### src/design/e2r_pkg.sv
// Shared constants, types and the CORDIC arctangent table for the Euler-to-DCM unit.
package e2r_pkg;

    localparam int ANGLE_BITS_DEF    = 16;
    localparam int FRAC_BITS_DEF     = 14;
    localparam int CORDIC_STAGES_DEF = 16;
    localparam int IN_W              = 16;
    localparam int OUT_W             = 16;
    localparam int TURN_W            = 32;
    localparam int CW                = 34;
    localparam logic signed [CW-1:0] CORDIC_X0 = 34'sd652032874;

    typedef logic signed [CW-1:0] cval_t;

    typedef struct packed {
        cval_t c;
        cval_t s;
    } sc_t;

    function automatic logic [TURN_W-1:0] atan_turn(input int idx);
        logic [TURN_W-1:0] t;
        begin
            unique case (idx)
                0: t = 32'd536870912;   1: t = 32'd316933406;
                2: t = 32'd167458907;   3: t = 32'd85004756;
                4: t = 32'd42667331;    5: t = 32'd21354465;
                6: t = 32'd10679838;    7: t = 32'd5340245;
                8: t = 32'd2670163;     9: t = 32'd1335087;
                10: t = 32'd667544;     11: t = 32'd333772;
                12: t = 32'd166886;     13: t = 32'd83443;
                14: t = 32'd41722;      15: t = 32'd20861;
                16: t = 32'd10430;      17: t = 32'd5215;
                18: t = 32'd2608;       19: t = 32'd1304;
                20: t = 32'd652;        21: t = 32'd326;
                22: t = 32'd163;        23: t = 32'd81;
                24: t = 32'd41;         25: t = 32'd20;
                26: t = 32'd10;         27: t = 32'd5;
                28: t = 32'd3;          29: t = 32'd1;
                30: t = 32'd1;
                default: t = 32'd0;
            endcase
            return t;
        end
    endfunction

endpackage

### src/design/e2r_cordic_lane.sv
// Pipelined rotation-mode CORDIC lane: binary angle in, quadrant-mapped cosine and sine out.
module e2r_cordic_lane #(
    parameter int ANGLE_BITS    = e2r_pkg::ANGLE_BITS_DEF,
    parameter int CORDIC_STAGES = e2r_pkg::CORDIC_STAGES_DEF
) (
    input  logic                     aclk,
    input  logic [e2r_pkg::IN_W-1:0] angle,
    input  logic                     en,
    output e2r_pkg::sc_t             sc
);

    localparam int NS = (CORDIC_STAGES > 32) ? 32 : CORDIC_STAGES;
    localparam int TW = e2r_pkg::TURN_W;
    localparam logic [TW-1:0] AMASK = (ANGLE_BITS >= TW) ? '1
                                      : TW'((64'd1 << ANGLE_BITS) - 64'd1);

    e2r_pkg::cval_t    x_reg [0:NS];
    e2r_pkg::cval_t    y_reg [0:NS];
    logic signed [TW:0] z_reg [0:NS];
    logic [1:0]         q_reg [0:NS];

    logic [TW-1:0] a_raw;
    logic [TW-1:0] a_turn;
    logic [1:0]    q_next;
    logic [TW-1:0] d_next;

    always_comb begin
        a_raw  = TW'(angle) & AMASK;
        a_turn = a_raw << (TW - ANGLE_BITS);
        q_next = 2'((a_turn + 32'h2000_0000) >> 30);
        d_next = a_turn - {q_next, 30'd0};
    end

    always_ff @(posedge aclk) begin
        if (en) begin
            x_reg[0] <= e2r_pkg::CORDIC_X0;
            y_reg[0] <= '0;
            z_reg[0] <= {d_next[TW-1], d_next};
            q_reg[0] <= q_next;
        end
    end

    for (genvar i = 0; i < NS; i++) begin : g_stage
        always_ff @(posedge aclk) begin
            if (en) begin
                if (!z_reg[i][TW]) begin
                    x_reg[i+1] <= x_reg[i] - (y_reg[i] >>> i);
                    y_reg[i+1] <= y_reg[i] + (x_reg[i] >>> i);
                    z_reg[i+1] <= z_reg[i] - $signed({1'b0, e2r_pkg::atan_turn(i)});
                end else begin
                    x_reg[i+1] <= x_reg[i] + (y_reg[i] >>> i);
                    y_reg[i+1] <= y_reg[i] - (x_reg[i] >>> i);
                    z_reg[i+1] <= z_reg[i] + $signed({1'b0, e2r_pkg::atan_turn(i)});
                end
                q_reg[i+1] <= q_reg[i];
            end
        end
    end

    always_comb begin
        unique case (q_reg[NS])
            2'd0: begin sc.c = x_reg[NS];  sc.s = y_reg[NS];  end
            2'd1: begin sc.c = -y_reg[NS]; sc.s = x_reg[NS];  end
            2'd2: begin sc.c = -x_reg[NS]; sc.s = -y_reg[NS]; end
            default: begin sc.c = y_reg[NS]; sc.s = -x_reg[NS]; end
        endcase
    end

endmodule

### config.mk
export PLATFORM = sky130hd
export DESIGN_NAME = e2r_cordic_lane
export DESIGN_NICKNAME = d
export VERILOG_FILES = /design/src/design/e2r_pkg.sv /design/src/design/e2r_cordic_lane.sv
export SDC_FILE = /design/constraint.sdc
export NUM_CORES = 2
export LEC_CHECK = 0
export BUFFER_PORTS_ARGS = -buffer_cell sky130_fd_sc_hd__buf_2
export CAP_MARGIN = 40
export CORE_MARGIN = 2
export CORE_UTILIZATION = 45
export DETAILED_ROUTE_END_ITERATION = 10
export PLACE_DENSITY = 0.7
export REMOVE_ABC_BUFFERS = 1
export SLEW_MARGIN = 20
export SYNTH_ARGS = -nofsm -noshare
export SYNTH_HDL_FRONTEND = slang
export SYNTH_SLANG_ARGS = --single-unit
### constraint.sdc
create_clock -name aclk -period 9.83 [get_ports aclk]
set_clock_uncertainty 0.05 [all_clocks]
set_input_delay 0.4915 -clock aclk [delete_from_list [all_inputs] [get_ports aclk]]
set_output_delay 0.4915 -clock aclk [all_outputs]
set_load 0.01 [all_outputs]
Word level (Yosys, flattened, before mapping)
Memories as Yosys holds them, arrays and structs flattened.
Cells that the tools add are included.
{ "word_totals": {"n_memories": 4, "out_inout_bits": 68, "inputBits": 18, "word_cells": 301, "reg_bits": 0, "ram_bits": 1751} }
{ "memory_table": {"columns": ["name", "depth", "word_bits", "rd", "rd_ports_with_merged_regs", "write_ports", "line", "rtl"], "rows": [
  ["x_reg", 17, 34, 17, 0, 17, "e2r_cordic_lane.sv:17", "e2r_pkg::cval_t x_reg [0:NS];"],
  ["y_reg", 17, 34, 17, 0, 17, "e2r_cordic_lane.sv:18", "e2r_pkg::cval_t y_reg [0:NS];"],
  ["z_reg", 17, 33, 16, 0, 17, "e2r_cordic_lane.sv:19", "logic signed [TW:0] z_reg [0:NS];"],
  ["q_reg", 17, 2, 17, 0, 17, "e2r_cordic_lane.sv:20", "logic [1:0] q_reg [0:NS];"]
]} }
{ "classes": {"n_reduce_logical": 1, "add_sub_neg": 99, "bitwise_logic": 48, "eq_ne": 2, "muxes": 147} }
{ "op_table": {"columns": ["cell", "count"], "rows": [
  ["$mux 34", 32],
  ["$mux 33", 16],
  ["$pmux 68 s3", 1],
  ["$mux 1", 98],
  ["$add 34x19->34", 2],
  ["$add 34x20->34", 2],
  ["$add 34x21->34", 2],
  ["$add 34x22->34", 2],
  ["$add 34x23->34", 2],
  ["$add 34x24->34", 2],
  ["$add 34x25->34", 2],
  ["$add 34x26->34", 2],
  ["$add 34x27->34", 2],
  ["$add 34x28->34", 2],
  ["$add 34x29->34", 2],
  ["$add 34x30->34", 2],
  ["$add 34x31->34", 2],
  ["$add 34x32->34", 2],
  ["$add 34x33->34", 2],
  ["$neg 34->34", 2],
  ["$sub 34x19->34", 2],
  ["$sub 34x20->34", 2],
  ["$sub 34x21->34", 2],
  ["$sub 34x22->34", 2],
  ["other kinds (51)", 110]
]} }

Depth between registers and ports, before layout
An unclocked memory read counts as a cell.
{ "depth": {"word_depth": 5, "ltp_mapped": 23, "mapped_depth_nobuf": 23} }

Worst setup path after synthesis
OpenSTA, ideal clock, no wires.
{ "synth_path": {"path_kind": "register to register", "from": "memory x_reg[14][19] (netlist bit)", "to": "memory y_reg[15][33] (netlist bit) (data pin)", "t_arrival_ps": 4945, "path_slack_ps": 4569, "path_buffers": 0, "path_stages_with_launch": 19, "required_time_ps": 9515, "synth_period_minus_slack_ps": 5261, "setup_ps": 265, "cell_sequence": "edfxtp_1 > or3_1 > or3b_1 > or2_2 > or3b_1 > or2_2 > o41ai_1 > xor2_1 > ha_1 > and3_1 > nand2_1 > nand2_1 > or2_2 > a31oi_1 > o21ai_1 > a2111oi_1 > o21bai_1 > a221oi_1 > xnor2_1"} }
{ "synth_rtl": {"columns": ["item", "line"], "rows": [
  ["start: declaration", "e2r_cordic_lane.sv:17"],
  ["end: declaration", "e2r_cordic_lane.sv:18"]
]} }

==> results.cfg <==
[floorplanning]
initial_core_util = 0.451
ios = 86
die_h_um = 527
coreArea_um2 = 273000
die_width_um = 527
die_area_um2 = 278000
num_rows = 192

[final_layout]
area_growth_syn_to_layout_pct = 8.66
fill_cells = 25200
finalNetCount = 14400
final_core_util = 0.491
instances_no_fill = 16700
layout-drive-gt1-share = 0.0453
multi_input_area_um2 = 76500
seqCellArea_um2 = 44000
largest_reg_flops = 511
final_cell_mix = edfxtp_1, ha_1, a21oi_1, xnor2_1, nor2_1
final_common_cell = edfxtp_1

[setup_path]
cp.arrival_ps = 6430
cp-start-kind = flop
cp-end-kind = flop
crit_type = flop to flop
critPathRequiredTime_ps = 10340
crit_fanout = 4

[global_route]
grt_pass1_wl_um = 476000
grt_pass1_vias = 90300
grt_overflow = 0
antenna_found_initial = 1
track_usage = 0.207
grt_max_degree = 155

[placed_design]
dp_cells = 16300
portBuffers = 85
dp_hpwl_um = 235000
routabilityCongestion = 0.954

[cts]
cts_buffers = 177
ctsResizeCount = 0
clock_path_buffers = 4
postCtsSetupBuffers = 0
cts.sinks = 1465
postCtsHoldBufs = 16
tritoncts = built
path_clk_slew_ps = 60
clock_latency_ps = 860
cts-root-buf = clkbuf_16
h-tree-depth = 4

[sta]
setup-tns-final_ps = 0
fin_crit_sh = 0.602
hold_viol = 0
finalMaxSlewViolations = 0
fin_crit_ps = 5920
fmax_ghz = 0.169
rsz0062_at_grt = no
tightestPinTransition_ps = 1010
slew_headroom = 0.327
holdWs_ps = 126
final-setup-viol-count = 0

[flow_run]
drv_cap = 0

[route]
drc = 0
avgRoutedWirePerCell_um = 17.8
ant_nets = 0
drt-vias-per-instance = 5.69
vias = 94900
first_iter_violations = 6048
firstDrtPassIters = 5
wl_um = 296000

[hold_path]
min_path_type = input pin to flop

[synthesis]
synthFlopType = edfxtp_1
ys_seq_elements = 1465
synth_compound_area_frac = 0.200
yosys.cell_types.count = 99
synth_area_um2 = 123000
synthXorXnorAreaFrac = 0.136
synth_top_family_by_area = compound AO/OA/AOI/OAI gates
syn_area_per_cell_um2 = 9.61
ys_warn_count = 0
syn_inst = 12800
synth_enable_flop_cells = 1465
yosysSeqAreaShare = 0.357
synth-adder-area-share = 0.145
synthSimpleGateAreaFrac = 0.130
synthMuxAreaShare = 0.00972
async_flop_share = 0

[outcome]
status = finished clean
final timing paths:
check,from,endpoint,slack [ps],depth (start not counted)
min,en,y_reg[7][17]$_DFFE_PP_,130,1
max reg2reg,x_reg[14][19]$_DFFE_PP_,y_reg[15][33]$_DFFE_PP_,3910,18
min reg2reg,z_reg[0][21]$_DFFE_PP_,z_reg[1][21]$_DFFE_PP_,350,0
max,x_reg[14][19]$_DFFE_PP_,y_reg[15][33]$_DFFE_PP_,3910,18
synthesized netlist by cell type (54+ instances only):
cell | n | share of area
inv_1 | 494 | 0.015
nor3_1 | 292 | 0.012
and3_1 | 103 | 0.0052
o21a_1 | 180 | 0.011
clkbuf_1 | 201 | 0.0061
nor2b_1 | 172 | 0.0087
xnor2_1 | 1254 | 0.089
and2_1 | 66 | 0.0034
a31oi_1 | 102 | 0.0052
o41ai_1 | 58 | 0.0041
o211ai_1 | 54 | 0.0033
a21oi_1 | 1273 | 0.052
edfxtp_1 | 1465 | 0.36
nor2_1 | 1008 | 0.031
ha_1 | 1365 | 0.14
or3_1 | 110 | 0.0056
nand2_1 | 751 | 0.023
nand3_1 | 222 | 0.0090
o31ai_1 | 134 | 0.0082
a211oi_1 | 101 | 0.0062
a21o_1 | 668 | 0.041
nor4_1 | 63 | 0.0032
mux2i_1 | 69 | 0.0056
o21bai_1 | 157 | 0.0096
nand2b_1 | 229 | 0.012
o21ai_0 | 718 | 0.029
xor2_1 | 656 | 0.047
nand4_1 | 76 | 0.0039
cell families after synthesis:
family                     count (synthesis)
muxes                                    112
buffers and inverters                    728
xor gates and xnor gates                1911
DFF                                     1465
AOI/OAI and AO/OA                       3893
and+or+nand+nor                         3304
adders and majority gates               1407
stage by stage:
stage | instance area, µm² | worst slack, ps
3_3_place_gp | 128000 | 3710
4_1_cts | 134000 | 3940
5_1_grt | 134000 | 3370
2_1_floorplan | 122000 | 4190
3_5_place_dp | 128000 | 3690
6_report | 134000 | 3910
critical path, cell delays in order (launching register included):
cell and delay, ps:
edfxtp_1 460, or3_1 410, or3b_1 400, or2_2 310, or3b_1 390, or2_2 310, o41ai_1 370, xor2_1 190
ha_1 260, and3_1 190, nand2_1 90, nand2_1 60, or2_2 260, a31oi_1 390, o21ai_1 220, a2111oi_1 590
o21bai_1 210, a221oi_1 380, xnor2_1 130
metal layers:
metal | up-vias | share of wire | GRT usage
met4 | 0 | 0.046 | 0.0889
met2 | 2119 | 0.50 | 0.376
met3 | 678 | 0.039 | 0.0224
met5 | - | 0 | 0
li1 | 47800 | - | -
met1 | 44300 | 0.42 | 0.247
cell type report:
type,instances,share of cell area
Inverter,501,0.0140
Sequential cell,1465,0.329
Clock inverter,108,0.00802
Timing Repair Buffer,180,0.0100
Antenna cell,1,0.0000187
Tap cell,3589,0.0335
Multi-Input combinational cell,10600,0.571
Clock buffer,202,0.0343
Power is left out: the tool's default activity adds up to more than one toggle a clock period on the data nets, which glitch-free logic cannot reach.
